[src/design/wsup_pkg.sv]
package wsup_pkg;

	typedef logic [2:0] status_t;

	localparam status_t ST_OK        = 3'd0;
	localparam status_t ST_NEED_MORE = 3'd1;
	localparam status_t ST_BAD       = 3'd2;
	localparam status_t ST_NOT_UPG   = 3'd3;
	localparam status_t ST_NO_KEY    = 3'd4;

	localparam logic [7:0] CH_LF    = 8'h0A;
	localparam logic [7:0] CH_CR    = 8'h0D;
	localparam logic [7:0] CH_SP    = 8'h20;
	localparam logic [7:0] CH_TAB   = 8'h09;
	localparam logic [7:0] CH_VT    = 8'h0B;
	localparam logic [7:0] CH_FF    = 8'h0C;
	localparam logic [7:0] CH_COLON = 8'h3A;
	localparam logic [7:0] CH_ONE   = 8'h31;
	localparam logic [7:0] CH_THREE = 8'h33;

	localparam logic [23:0] CRLFCR = 24'h0D0A0D;

	localparam int NUM_HDR = 5;

	localparam logic [7*8-1:0]  NAME_UPG   = "upgrade";
	localparam logic [10*8-1:0] NAME_CONN  = "connection";
	localparam logic [17*8-1:0] NAME_KEY   = "sec-websocket-key";
	localparam logic [21*8-1:0] NAME_VER   = "sec-websocket-version";
	localparam logic [22*8-1:0] NAME_PROTO = "sec-websocket-protocol";
	localparam logic [9*8-1:0]  WORD_WS    = "websocket";
	localparam logic [7*8-1:0]  WORD_UP    = "upgrade";
	localparam logic [5*8-1:0]  HTTP_PFX   = "HTTP/";

	localparam logic [3:0] WS_LEN = 4'd9;
	localparam logic [3:0] UP_LEN = 4'd7;

	typedef struct packed {
		status_t     status;
		logic [15:0] consumed_bytes;
		logic        consumed_saturated;
		logic        protocol_present;
	} result_t;

	function automatic logic [7:0] lower_byte(input logic [7:0] b);
		logic [7:0] r;
		r = b;
		if (b >= 8'h41 && b <= 8'h5A) begin
			r = b + 8'd32;
		end
		return r;
	endfunction

	function automatic logic [4:0] hdr_len(input logic [2:0] idx);
		logic [4:0] r;
		unique case (idx)
			3'd0: r = 5'd7;
			3'd1: r = 5'd10;
			3'd2: r = 5'd17;
			3'd3: r = 5'd21;
			3'd4: r = 5'd22;
			default: r = 5'd0;
		endcase
		return r;
	endfunction

	// true when byte c is the name's character at position pos
	function automatic logic hdr_hit(input logic [2:0] idx, input logic [4:0] pos,
			input logic [7:0] c);
		int j;
		logic [7:0] ch;
		j = int'(hdr_len(idx)) - 1 - int'(pos);
		ch = 8'h00;
		if (j >= 0) begin
			unique case (idx)
				3'd0: ch = NAME_UPG[j*8 +: 8];
				3'd1: ch = NAME_CONN[j*8 +: 8];
				3'd2: ch = NAME_KEY[j*8 +: 8];
				3'd3: ch = NAME_VER[j*8 +: 8];
				3'd4: ch = NAME_PROTO[j*8 +: 8];
				default: ch = 8'h00;
			endcase
		end
		return (j >= 0) && (c == ch);
	endfunction

	function automatic logic [7:0] ws_char(input logic [3:0] p);
		int j;
		j = 8 - int'(p);
		return (j >= 0) ? WORD_WS[j*8 +: 8] : 8'h00;
	endfunction

	function automatic logic [7:0] up_char(input logic [3:0] p);
		int j;
		j = 6 - int'(p);
		return (j >= 0) ? WORD_UP[j*8 +: 8] : 8'h00;
	endfunction

	function automatic logic [7:0] http_char(input logic [2:0] p);
		int j;
		j = 4 - int'(p);
		return (j >= 0) ? HTTP_PFX[j*8 +: 8] : 8'h00;
	endfunction

endpackage

[src/design/wsup_core.sv]
module wsup_core
	import wsup_pkg::*;
#(
	parameter int COUNT_BITS = 16
) (
	input  logic       clk,
	input  logic       arst_n,
	input  logic       step,
	input  logic [7:0] data_byte,
	input  logic       end_of_buffer,
	output logic       res_valid,
	output result_t    res
);

	typedef enum logic [1:0] {PH_REQ, PH_NAME, PH_VALUE, PH_SKIP} phase_t;
	typedef enum logic [2:0] {K_NONE, K_UPGRADE, K_CONNECTION, K_KEY, K_VERSION,
		K_PROTOCOL} kind_t;

	localparam logic [COUNT_BITS-1:0] CNT_MAX = '1;

	phase_t                phase_q, phase_d;
	logic [23:0]           recent_q, recent_d;
	logic [COUNT_BITS-1:0] count_q, count_d;
	logic [2:0]            tokens_q, tokens_d;
	logic                  in_token_q, in_token_d;
	logic [2:0]            ver_q, ver_d;
	logic [1:0]            line_len_q, line_len_d;
	logic [4:0]            live_q, live_d;
	logic [4:0]            pos_q, pos_d;
	logic                  started_q, started_d;
	logic                  trailing_q, trailing_d;
	kind_t                 kind_q, kind_d;
	logic [3:0]            prog_q, prog_d;
	logic                  nonempty_q, nonempty_d;
	logic                  bad_q, bad_d;
	logic                  ws_q, ws_d;
	logic                  conn_q, conn_d;
	logic                  key_q, key_d;
	logic                  vok_q, vok_d;
	logic                  proto_q, proto_d;

	logic       term;
	logic [7:0] c;
	logic       is_trim, is_blank, is_req_sp;
	logic [31:0] cnt_ext;
	status_t    st;

	assign c         = lower_byte(data_byte);
	assign is_blank  = (data_byte == CH_SP) || (data_byte == CH_TAB);
	assign is_trim   = is_blank || (data_byte == CH_CR);
	assign is_req_sp = is_trim || (data_byte == CH_VT) || (data_byte == CH_FF);
	assign term      = (recent_q == CRLFCR) && (data_byte == CH_LF);
	assign count_d   = (count_q != CNT_MAX) ? count_q + 1'b1 : count_q;
	assign cnt_ext   = 32'(count_d);

	always_comb begin
		if (bad_q) begin
			st = ST_BAD;
		end else if (!ws_q || !conn_q || !vok_q) begin
			st = ST_NOT_UPG;
		end else if (!key_q) begin
			st = ST_NO_KEY;
		end else begin
			st = ST_OK;
		end
	end

	assign res_valid = term || end_of_buffer;

	always_comb begin
		if (term) begin
			res.status             = st;
			res.consumed_bytes     = cnt_ext[15:0];
			res.consumed_saturated = (count_d == CNT_MAX);
			res.protocol_present   = proto_q;
		end else begin
			res.status             = ST_NEED_MORE;
			res.consumed_bytes     = '0;
			res.consumed_saturated = 1'b0;
			res.protocol_present   = 1'b0;
		end
	end

	// per-byte parse step; the terminator is handled in the clocked block
	always_comb begin
		phase_d    = phase_q;
		recent_d   = {recent_q[15:0], data_byte};
		tokens_d   = tokens_q;
		in_token_d = in_token_q;
		ver_d      = ver_q;
		line_len_d = line_len_q;
		live_d     = live_q;
		pos_d      = pos_q;
		started_d  = started_q;
		trailing_d = trailing_q;
		kind_d     = kind_q;
		prog_d     = prog_q;
		nonempty_d = nonempty_q;
		bad_d      = bad_q;
		ws_d       = ws_q;
		conn_d     = conn_q;
		key_d      = key_q;
		vok_d      = vok_q;
		proto_d    = proto_q;

		unique case (phase_q) inside
			PH_REQ: begin
				if (data_byte == CH_LF) begin
					if (tokens_q < 3'd3 || ver_q != 3'd5) begin
						bad_d   = 1'b1;
						phase_d = PH_SKIP;
					end else begin
						phase_d    = PH_NAME;
						line_len_d = '0;
						live_d     = '1;
						pos_d      = '0;
						started_d  = 1'b0;
						trailing_d = 1'b0;
						kind_d     = K_NONE;
						prog_d     = '0;
						nonempty_d = 1'b0;
					end
				end else if (is_req_sp) begin
					in_token_d = 1'b0;
				end else begin
					if (!in_token_q) begin
						in_token_d = 1'b1;
						if (tokens_q < 3'd4) begin
							tokens_d = tokens_q + 3'd1;
						end
					end
					if (tokens_d == 3'd3 && ver_q < 3'd5) begin
						ver_d = (data_byte == http_char(ver_q)) ? ver_q + 3'd1 : 3'd6;
					end
				end
			end
			PH_NAME, PH_VALUE: begin
				if (data_byte == CH_LF) begin
					if (phase_q == PH_VALUE || line_len_q == 2'd0 ||
							(line_len_q == 2'd1 && recent_q[7:0] == CH_CR)) begin
						if (phase_q == PH_VALUE) begin
							case (kind_q)
								K_UPGRADE: if (prog_q == WS_LEN) ws_d = 1'b1;
								K_CONNECTION: if (prog_q == UP_LEN) conn_d = 1'b1;
								K_KEY: key_d = nonempty_q;
								K_VERSION: vok_d = (prog_q == 4'd2) || (prog_q == 4'd3);
								K_PROTOCOL: proto_d = nonempty_q;
								default: ;
							endcase
						end
						phase_d    = PH_NAME;
						line_len_d = '0;
						live_d     = '1;
						pos_d      = '0;
						started_d  = 1'b0;
						trailing_d = 1'b0;
						kind_d     = K_NONE;
						prog_d     = '0;
						nonempty_d = 1'b0;
					end else begin
						bad_d   = 1'b1;
						phase_d = PH_SKIP;
					end
				end else begin
					if (line_len_q < 2'd2) begin
						line_len_d = line_len_q + 2'd1;
					end
					if (phase_q == PH_VALUE) begin
						if (!is_trim) begin
							nonempty_d = 1'b1;
						end
						case (kind_q)
							K_UPGRADE: begin
								if (prog_q < WS_LEN) begin
									if (c == ws_char(prog_q)) prog_d = prog_q + 4'd1;
									else prog_d = (c == ws_char(4'd0)) ? 4'd1 : 4'd0;
								end
							end
							K_CONNECTION: begin
								if (prog_q < UP_LEN) begin
									if (c == up_char(prog_q)) prog_d = prog_q + 4'd1;
									else prog_d = (c == up_char(4'd0)) ? 4'd1 : 4'd0;
								end
							end
							K_VERSION: begin
								// leading blanks, '1', '3', trailing blanks, fail
								case (prog_q) inside
									4'd0: begin
										if (data_byte == CH_ONE) prog_d = 4'd1;
										else if (!is_blank) prog_d = 4'd4;
									end
									4'd1: prog_d = (data_byte == CH_THREE) ? 4'd2 : 4'd4;
									4'd2, 4'd3: prog_d = is_trim ? 4'd3 : 4'd4;
									default: ;
								endcase
							end
							default: ;
						endcase
					end else if (data_byte == CH_COLON) begin
						kind_d = K_NONE;
						for (int i = 0; i < NUM_HDR; i++) begin
							if (live_q[i] && pos_q == hdr_len(3'(i))) begin
								kind_d = kind_t'(3'(i + 1));
							end
						end
						phase_d    = PH_VALUE;
						prog_d     = '0;
						nonempty_d = 1'b0;
					end else if (started_q || !is_blank) begin
						started_d = 1'b1;
						if (is_trim) begin
							trailing_d = 1'b1;
						end else if (trailing_q) begin
							live_d = '0;
						end else begin
							for (int i = 0; i < NUM_HDR; i++) begin
								if (!hdr_hit(3'(i), pos_q, c)) begin
									live_d[i] = 1'b0;
								end
							end
							if (pos_q < 5'd31) begin
								pos_d = pos_q + 5'd1;
							end
						end
					end
				end
			end
			default: ;
		endcase
	end

	always_ff @(posedge clk or negedge arst_n) begin
		if (!arst_n) begin
			phase_q    <= PH_REQ;
			recent_q   <= '0;
			count_q    <= '0;
			tokens_q   <= '0;
			in_token_q <= 1'b0;
			ver_q      <= '0;
			line_len_q <= '0;
			live_q     <= '1;
			pos_q      <= '0;
			started_q  <= 1'b0;
			trailing_q <= 1'b0;
			kind_q     <= K_NONE;
			prog_q     <= '0;
			nonempty_q <= 1'b0;
			bad_q      <= 1'b0;
			ws_q       <= 1'b0;
			conn_q     <= 1'b0;
			key_q      <= 1'b0;
			vok_q      <= 1'b0;
			proto_q    <= 1'b0;
		end else if (step && term) begin
			// request finished, start the next one from scratch
			phase_q    <= PH_REQ;
			recent_q   <= '0;
			count_q    <= '0;
			tokens_q   <= '0;
			in_token_q <= 1'b0;
			ver_q      <= '0;
			line_len_q <= '0;
			live_q     <= '1;
			pos_q      <= '0;
			started_q  <= 1'b0;
			trailing_q <= 1'b0;
			kind_q     <= K_NONE;
			prog_q     <= '0;
			nonempty_q <= 1'b0;
			bad_q      <= 1'b0;
			ws_q       <= 1'b0;
			conn_q     <= 1'b0;
			key_q      <= 1'b0;
			vok_q      <= 1'b0;
			proto_q    <= 1'b0;
		end else if (step) begin
			phase_q    <= phase_d;
			recent_q   <= recent_d;
			count_q    <= count_d;
			tokens_q   <= tokens_d;
			in_token_q <= in_token_d;
			ver_q      <= ver_d;
			line_len_q <= line_len_d;
			live_q     <= live_d;
			pos_q      <= pos_d;
			started_q  <= started_d;
			trailing_q <= trailing_d;
			kind_q     <= kind_d;
			prog_q     <= prog_d;
			nonempty_q <= nonempty_d;
			bad_q      <= bad_d;
			ws_q       <= ws_d;
			conn_q     <= conn_d;
			key_q      <= key_d;
			vok_q      <= vok_d;
			proto_q    <= proto_d;
		end
	end

endmodule

[src/design/wsup_out_reg.sv]
module wsup_out_reg
	import wsup_pkg::*;
(
	input  logic        clk,
	input  logic        arst_n,
	input  logic        load,
	input  result_t     res,
	output logic        free,
	output logic        out_valid,
	input  logic        out_ready,
	output logic [2:0]  status,
	output logic [15:0] consumed_bytes,
	output logic        consumed_saturated,
	output logic        protocol_present
);

	logic    valid_q;
	result_t res_q;

	assign free = !valid_q || out_ready;

	always_ff @(posedge clk or negedge arst_n) begin
		if (!arst_n) begin
			valid_q <= 1'b0;
		end else if (load) begin
			valid_q <= 1'b1;
		end else if (out_ready) begin
			valid_q <= 1'b0;
		end
	end

	always_ff @(posedge clk) begin
		if (load) begin
			res_q <= res;
		end
	end

	assign out_valid          = valid_q;
	assign status             = res_q.status;
	assign consumed_bytes     = res_q.consumed_bytes;
	assign consumed_saturated = res_q.consumed_saturated;
	assign protocol_present   = res_q.protocol_present;

endmodule

[src/design/websocket_upgrade_request_parser.sv]
// channel  | handshake            | payload
// ---------+----------------------+---------------------------------------------
// in       | in_valid / in_ready  | data_byte, end_of_buffer
// out      | out_valid / out_ready| status, consumed_bytes, consumed_saturated,
//          |                      | protocol_present
//
// one byte per cycle unless a result waits on a full result register; a result reaches the output
// through the input register, then the parse step into the result register
// reset returns the parser to the request line with all counts and flags clear
// a byte that makes no result never waits; one that does waits only while the
// result register is full and not being drained
module websocket_upgrade_request_parser
	import wsup_pkg::*;
#(
	parameter int COUNT_BITS = 16
) (
	input  logic        clk,
	input  logic        arst_n,
	input  logic        in_valid,
	output logic        in_ready,
	input  logic [7:0]  data_byte,
	input  logic        end_of_buffer,
	output logic        out_valid,
	input  logic        out_ready,
	output logic [2:0]  status,
	output logic [15:0] consumed_bytes,
	output logic        consumed_saturated,
	output logic        protocol_present
);

	logic       valid_s1;
	logic [7:0] byte_s1;
	logic       eob_s1;
	logic       res_valid;
	result_t    res;
	logic       out_free;
	logic       advance;

	assign advance  = valid_s1 && (!res_valid || out_free);
	assign in_ready = !valid_s1 || advance;

	always_ff @(posedge clk or negedge arst_n) begin
		if (!arst_n) begin
			valid_s1 <= 1'b0;
		end else if (in_valid && in_ready) begin
			valid_s1 <= 1'b1;
		end else if (advance) begin
			valid_s1 <= 1'b0;
		end
	end

	always_ff @(posedge clk) begin
		if (in_valid && in_ready) begin
			byte_s1 <= data_byte;
			eob_s1  <= end_of_buffer;
		end
	end

	wsup_core #(
		.COUNT_BITS(COUNT_BITS)
	) u_core (
		.clk          (clk),
		.arst_n       (arst_n),
		.step         (advance),
		.data_byte    (byte_s1),
		.end_of_buffer(eob_s1),
		.res_valid    (res_valid),
		.res          (res)
	);

	wsup_out_reg u_out (
		.clk               (clk),
		.arst_n            (arst_n),
		.load              (advance && res_valid),
		.res               (res),
		.free              (out_free),
		.out_valid         (out_valid),
		.out_ready         (out_ready),
		.status            (status),
		.consumed_bytes    (consumed_bytes),
		.consumed_saturated(consumed_saturated),
		.protocol_present  (protocol_present)
	);

endmodule

[config.mk]
export PLATFORM = sky130hd
export DESIGN_NAME = websocket_upgrade_request_parser
export DESIGN_NICKNAME = d
export VERILOG_FILES = /design/src/design/wsup_pkg.sv /design/src/design/wsup_core.sv /design/src/design/wsup_out_reg.sv /design/src/design/websocket_upgrade_request_parser.sv
export SDC_FILE = /design/constraint.sdc
export NUM_CORES = 1
export LEC_CHECK = 0
export ABC_AREA = 1
export BUFFER_PORTS_ARGS = -buffer_cell sky130_fd_sc_hd__buf_2
export CORE_MARGIN = 1
export CORE_UTILIZATION = 61
export CTS_BUF_LIST = sky130_fd_sc_hd__clkbuf_8 sky130_fd_sc_hd__clkbuf_16
export DETAILED_ROUTE_END_ITERATION = 12
export PLACE_DENSITY = 0.79
export SYNTH_ARGS = -nofsm -noshare
export SYNTH_HDL_FRONTEND = slang
export SYNTH_SLANG_ARGS = --single-unit
[constraint.sdc]
create_clock -name clk -period 3.6 [get_ports clk]
set_input_delay 0.72 -clock clk [delete_from_list [all_inputs] [get_ports clk]]
set_output_delay 0.72 -clock clk [all_outputs]
set_load 0.02 [all_outputs]
# Word-level counts from Yosys, hierarchy flattened
# Cells that the tools add are included.
# classes
add_sub_neg	20
n_lt_le_gt_ge	17
eq_ne	72
n_shift	8
n_mux	286
bitwise	1
n_reduce_logical	85
# op_table
operator	count
5-bit two-way mux	78
8-bit two-way mux	44
32-bit by 1-bit greater-or-equal comparator with 1-bit output, second input constant	8
176-bit by 32-bit indexed part select with 8-bit output, first input constant	1
168-bit by 32-bit indexed part select with 8-bit output, first input constant	1
32-bit by 6-bit subtractor with 32-bit output	5
136-bit by 32-bit indexed part select with 8-bit output, first input constant	1
56-bit by 32-bit indexed part select with 8-bit output, first input constant	2
3-bit two-way mux	30
1-bit two-way mux	82
80-bit by 32-bit indexed part select with 8-bit output, first input constant	1
72-bit by 32-bit indexed part select with 8-bit output, first input constant	1
4-bit two-way mux	17
8-bit equality test	8
10-bit AND reduction	5
8-bit by 4-bit equality test with 1-bit output, second input constant	6
16-bit two-way mux	3
24-bit two-way mux	2
40-bit by 32-bit indexed part select with 8-bit output, first input constant	1
2-bit two-way mux	19
8-bit by 6-bit equality test with 1-bit output, second input constant	4
2-bit nonzero test	16
6-bit AND reduction	5
5-bit by 1-bit subtractor with 6-bit output, second input constant	5
67 further kinds	144
# word_totals
reg_bits	109
input_bits	13
output_inout_bits	23

# Logic depth before layout (Yosys ltp)
# logic_depth
depth_word	32
mapped_depth	22

# By module
# Synthesis repeated with hierarchy kept, for this count alone.
# unflattened
hier_cells	1294
area_unflattened_um2	8473.1
# by_module_without_submodules
mod	instances	cells_per_inst	area_each_um2
wsup_core	1	1249	7457.2
wsup_out_reg	1	26	675.6
websocket_upgrade_request_parser	1	19	340.3

# Worst setup path before layout
# OpenSTA, ideal clock, no wires.
# synth_path
path_kind	reg2reg
startpoint	register u_core.pos_q[1]
endpoint	register u_core.live_q[1]
arrival_ns	2.568
path_slack_ns	0.970
stages_incl_launch_ff	20
n_path_buf	3
synth_period_minus_slack_ns	2.630
path_cell_list	dfrtp_1 > buf_2 > clkinv_1 > ha_1 > clkbuf_1 > inv_1 > clkbuf_1 > nor2_1 > inv_1 > nand2_1 > nand3_1 > nand2_1 > o21ai_0 > nor2_1 > nand4_1 > nor3_1 > nand2_1 > nand2_1 > nand2_1 > nand2_1
# synth_between
elab_chain_cells	14
word_cells_on_any_way	15
cone_classes	1 x add/sub; 1 x order compare; 2 x eq/ne; 1 x shift; 8 x mux; 2 x reduce/logical
# synth_lines
item	line	source
from (decl)	wsup_core.sv:29	logic [4:0] pos_q, pos_d;
from (signal assigned)	wsup_core.sv:285	pos_q <= pos_d;
32-bit by 6-bit subtractor with 32-bit output (*)	wsup_pkg.sv:71	j = int'(hdr_len(idx)) - 1 - int'(pos);
32-bit by 1-bit greater-or-equal comparator with 1-bit output / 80-bit by 32-bit indexed part select with 8-bit output (equally long branches)	wsup_pkg.sv:73, wsup_pkg.sv:83, wsup_pkg.sv:76	
8-bit two-way mux	wsup_pkg.sv:73	if (j >= 0) begin
8-bit two-way mux	wsup_core.sv:213	end else if (trailing_q) begin
8-bit two-way mux	wsup_core.sv:211	if (is_trim) begin
8-bit two-way mux	wsup_core.sv:209	end else if (started_q || !is_blank) begin
8-bit two-way mux	wsup_core.sv:199	end else if (data_byte == CH_COLON) begin
8-bit two-way mux	wsup_core.sv:168	if (phase_q == PH_VALUE) begin
8-bit two-way mux	wsup_core.sv:138	if (data_byte == CH_LF) begin
8-bit two-way mux	wsup_core.sv:106	unique case (phase_q) inside
8-bit equality test	wsup_pkg.sv:83	return (j >= 0) && (c == ch);
1-bit logical AND (*)	wsup_pkg.sv:83	
5-bit by 3-bit inequality test with 1-bit output (no source line) (*)	--	
10-bit AND reduction (no source line) (*)	--	
to (signal assigned)	wsup_core.sv:284	live_q <= live_d;
to (decl)	wsup_core.sv:28	logic [4:0] live_q, live_d;
# Mark *: on every way between the ends. The rest lies on a longest branch, timed or not. The select of a mux whose other input is x is not followed.
# A chain may end at the register's enable or synchronous reset.

# Final worst setup path
# layout_path
startpoint	register u_core.pos_q[1]
endpoint	register u_core.live_q[2]
# layout_between
elab_chain_cells	14
word_cells_on_any_way	15
cone_classes	1 x add/sub; 1 x order compare; 2 x eq/ne; 1 x shift; 8 x mux; 2 x reduce/logical
# layout_lines
item	line
32-bit by 6-bit subtractor with 32-bit output (*)	wsup_pkg.sv:71
32-bit by 1-bit greater-or-equal comparator with 1-bit output / 136-bit by 32-bit indexed part select with 8-bit output (equally long branches)	wsup_pkg.sv:73, wsup_pkg.sv:83, wsup_pkg.sv:77
8-bit two-way mux	wsup_pkg.sv:73
8-bit two-way mux	wsup_core.sv:213
8-bit two-way mux	wsup_core.sv:211
8-bit two-way mux	wsup_core.sv:209
8-bit two-way mux	wsup_core.sv:199
8-bit two-way mux	wsup_core.sv:168
8-bit two-way mux	wsup_core.sv:138
8-bit two-way mux	wsup_core.sv:106
8-bit equality test	wsup_pkg.sv:83
1-bit logical AND (*)	wsup_pkg.sv:83
5-bit by 3-bit inequality test with 1-bit output (no source line) (*)	--
10-bit AND reduction (no source line) (*)	--
# Marked as above.

==> impl_metrics.csv <==
group,metric,value,unit
run_status,outcome,"finished, final reports clean",
yosys,synth_area_per_cell,6.67,um2
layout,multi_input_area,4790,um2
power_and_ir_drop,p_per_area,778,nW/um2
layout,area_growth,7.26,%
clock_network,clock_latency,0.35,ns
yosys,synth_top_family_by_area,"simple AND/OR/NAND/NOR gates",
yosys,yosys.area_share.adder,0.0324,
grt,grt-ovfl-total,0,
yosys,synth_compound_area_frac,0.118,
yosys,yosysTopAreaCellShare,0.218,
critical_path,r2r_slack,0.45,ns
timing,period_share,0.874,
timing,hold_viol_final,0,
yosys,syn_inst,1273,
worst_hold_path,hp-start,"u_core.live_q[4]",
timing,finalMaxSlewViolations,0,
layout,postLayoutCellArea,9110,um2
timing,setup_viol,0,
floorplan,core_area,13400,um2
placed_design,placed_area,8820,um2
clock_network,clk_path_buf_depth,2,
critical_path,reg2reg_from,"u_core.pos_q[1]",
clock_network,cts_resized,0,
yosys,syn_nets,1308,
power_and_ir_drop,ir_drop,498,uV
timing,fin_hold_ws,0.468,ns
layout,layout.nets,1332,
floorplan,num_rows,42,
floorplan,die_area,14400,um2
timing,finalCriticalPeriod,3.15,ns
timing,rsz0062_at_grt,"false",
drt,vias,8655,
yosys,yosys.area.top_type,"dfrtp_1",
grt,grt_max_degree,80,
grt,grt_pass1_wl,39.3,mm
drt,vias_per_cell,5.86,
yosys,synth_simple_gate_area_frac,0.389,
layout,fillers,1199,
yosys,ys_ff_latch,109,
yosys,ys_warn_count,0,
yosys,ys_async_sr_fraction,0.725,
critical_path,worstPathMaxFanout,16,
drt,routed_wl,23.8,mm
clock_network,clkTransAtPathRegs,0.08,ns
yosys,synth_cell_types,48,
floorplan,start_util,0.634,
drt,first_pass_iters,8,
yosys,seq_area_frac_synth,0.340,
grt,track_usage,0.345,
critical_path,worst-setup-path-type,"reg -> reg",
flow_run,cap_violations,0,
timing,tightest_slew,1.03,ns
layout,antennaDiodeCount,0,
layout,drive_gt1_frac,0.104,
floorplan,fp.dieW,120,um
yosys,synth_area,8490,um2
clock_network,htreeDepth,3,
yosys,synth_top_flop_cell,"dfrtp_1",
drt,wire_per_inst,16.1,um
grt,grt_pass1_vias,7871,
critical_path,worst_r2r_endpoint,"u_core.live_q[2]",
placed_design,portBuffers,35,
critical_path,endpoint_kind,"flip-flop",
drt,detail-route-antenna-nets,0,
clock_network,ctsHoldBuffers,0,
clock_network,cts_setup_buffers,0,
floorplan,die_h,120,um
drt,first_iter_violations,1073,
yosys,synth.area.top_cells,"dfrtp_1 (22%), nand2_1 (16%), edfxtp_1 (11%)",
critical_path,start_kind,"flip-flop",
placed_design,hpwlAfterDp,17.6,mm
critical_path,required,3.90,ns
drt,drc,0,
layout,fin_util,0.680,
layout,seq_area,2880,um2
yosys,synthXorXnorAreaFrac,0.0248,
placed_design,place_congestion,0.984,
clock_network,cts_root_buffer,"clkbuf_16",
worst_hold_path,min_path_type,"reg -> reg",
power_and_ir_drop,power.leakage,4.59,nW
worst_hold_path,hold_end,"u_core.live_q[4]",
timing,fin_skew,0.00949,ns
timing,fmax,0.318,GHz
critical_path,reg2reg_depth,19,
grt,grt_antenna_before_repair,0,
critical_path,cp.arrival,3.44,ns
clock_network,cts_buffers,9,
clock_network,cts_tree,"yes",
timing,maxSlewHeadroom,0.315,
yosys,synth_mux_area_frac,0,
floorplan,io_pins,36,
power_and_ir_drop,power,7.08,mW
yosys,synth_edf_count,30,
clock_network,cts.sinks,109,
worst_hold_path,holdPathStages,2,
timing,fin_tns_setup,0,ns
[Yosys cell counts (2+ instances only)]
| master | count |
|---|---|
| nand2_2 | 14 |
| o21ai_0 | 79 |
| nor4_1 | 5 |
| a31oi_1 | 5 |
| ha_1 | 22 |
| o31ai_1 | 5 |
| nand4_1 | 33 |
| xor2_1 | 21 |
| o22ai_1 | 19 |
| nor2_2 | 5 |
| a21oi_1 | 44 |
| buf_2 | 16 |
| dfstp_2 | 5 |
| nor2_1 | 122 |
| inv_2 | 16 |
| nand3_1 | 143 |
| nand3b_1 | 3 |
| nand3_2 | 5 |
| clkbuf_1 | 17 |
| o211ai_1 | 10 |
| xnor2_1 | 3 |
| nand2_1 | 366 |
| buf_4 | 2 |
| buf_6 | 4 |
| or2_2 | 3 |
| o41ai_1 | 2 |
| inv_1 | 144 |
| nor2_4 | 7 |
| nor3_1 | 23 |
| o21ai_1 | 6 |
| dfrtp_1 | 74 |
| nor3_2 | 2 |
| edfxtp_1 | 30 |
| nand3_4 | 2 |
| o21ai_2 | 2 |
| buf_1 | 2 |
[per-stage QoR]
stage               instances  worst slack (ns)
floorplan                1273             0.970
global placement         1462             0.575
detailed placement       1462             0.548
CTS                      1478             0.517
global route             1478            0.0312
finish                   1478             0.453
[worst max-delay path: stages (launching register included)]
cell,delay (ns)
dfrtp_1,0.35
clkinv_1,0.37
ha_1,0.40
inv_1,0.06
nand2_1,0.07
nand2_1,0.40
inv_1,0.30
o21ai_0,0.22
nand2_1,0.07
nand3_1,0.11
nand2_1,0.08
nand2_1,0.09
nand2_1,0.05
inv_1,0.05
nand2_1,0.04
nor2_1,0.09
nand3_1,0.13
nand2_1,0.11
nand2_1,0.05
nand2_1,0.06
[power breakdown]
| part | switching (mW) | internal (mW) |
|---|---|---|
| logic | 3.03 | 1.36 |
| clock network | 0.488 | 0.489 |
| registers | 0.188 | 1.52 |
[flip-flops by register name, indices dropped and copies added (netlist names), 2 cells and up]
| register | flops |
|---|---|
| u_core.ver_q | 3 |
| u_core.phase_q | 2 |
| u_core.recent_q | 24 |
| byte_s1 | 8 |
| u_core.line_len_q | 2 |
| u_core.pos_q | 5 |
| u_core.tokens_q | 3 |
| u_out.status | 3 |
| u_core.prog_q | 4 |
| u_core.count_q | 16 |
| u_core.kind_q | 3 |
| u_core.live_q | 5 |
| u_out.consumed_bytes | 16 |
[logic make-up after synthesis]
logic type / after synthesis
flip-flops: 109
buffers and inverters: 203
XOR/XNOR: 24
AO/OA/AOI/OAI: 178
adder cells (fa/ha/maj): 22
AND/OR/NAND/NOR: 737
[routing by layer]
metal	part of all wire	track usage	vias to the layer above
li1	-	-	4236
met3	0.095	0.0599	62
met4	0.027	0.112	0
met5	0	0	-
met2	0.44	0.528	469
met1	0.44	0.495	3888
[worst max-delay path by stage]
| stage | slack (ns) | endpoint | start |
|---|---|---|---|
| final | 0.45 | u_core.live_q[2] | u_core.pos_q[1] |
| after global routing | 0.03 | u_core.live_q[2] | u_core.pos_q[1] |
| after floorplan | 0.97 | u_core.live_q[1] | u_core.pos_q[1] |
| after detailed placement | 0.55 | u_core.live_q[2] | u_core.pos_q[1] |
| after CTS | 0.52 | u_core.live_q[2] | u_core.pos_q[1] |
| after global placement | 0.58 | u_core.live_q[2] | u_core.pos_q[1] |
[cell type report]
type                       instances  area share
multi-input combinational        961       0.525
timing repair buffer              54      0.0352
sequential                       109       0.317
inverter                         162      0.0670
clock buffer                       9      0.0247
tap                              176      0.0242
clock inverter                     7     0.00687
[cell usage in the layout (no fill, tap or decap), drive strengths merged, types with 21 or more instances in the layout]
cell,count
nor2,135
o21ai,87
inv,167
ha,22
buf,54
xor2,21
edfxtp,30
nand4,33
nor3,25
a21oi,44
nand2,381
dfrtp,74
nand3,150
Power figures use the tool's default switching activity.
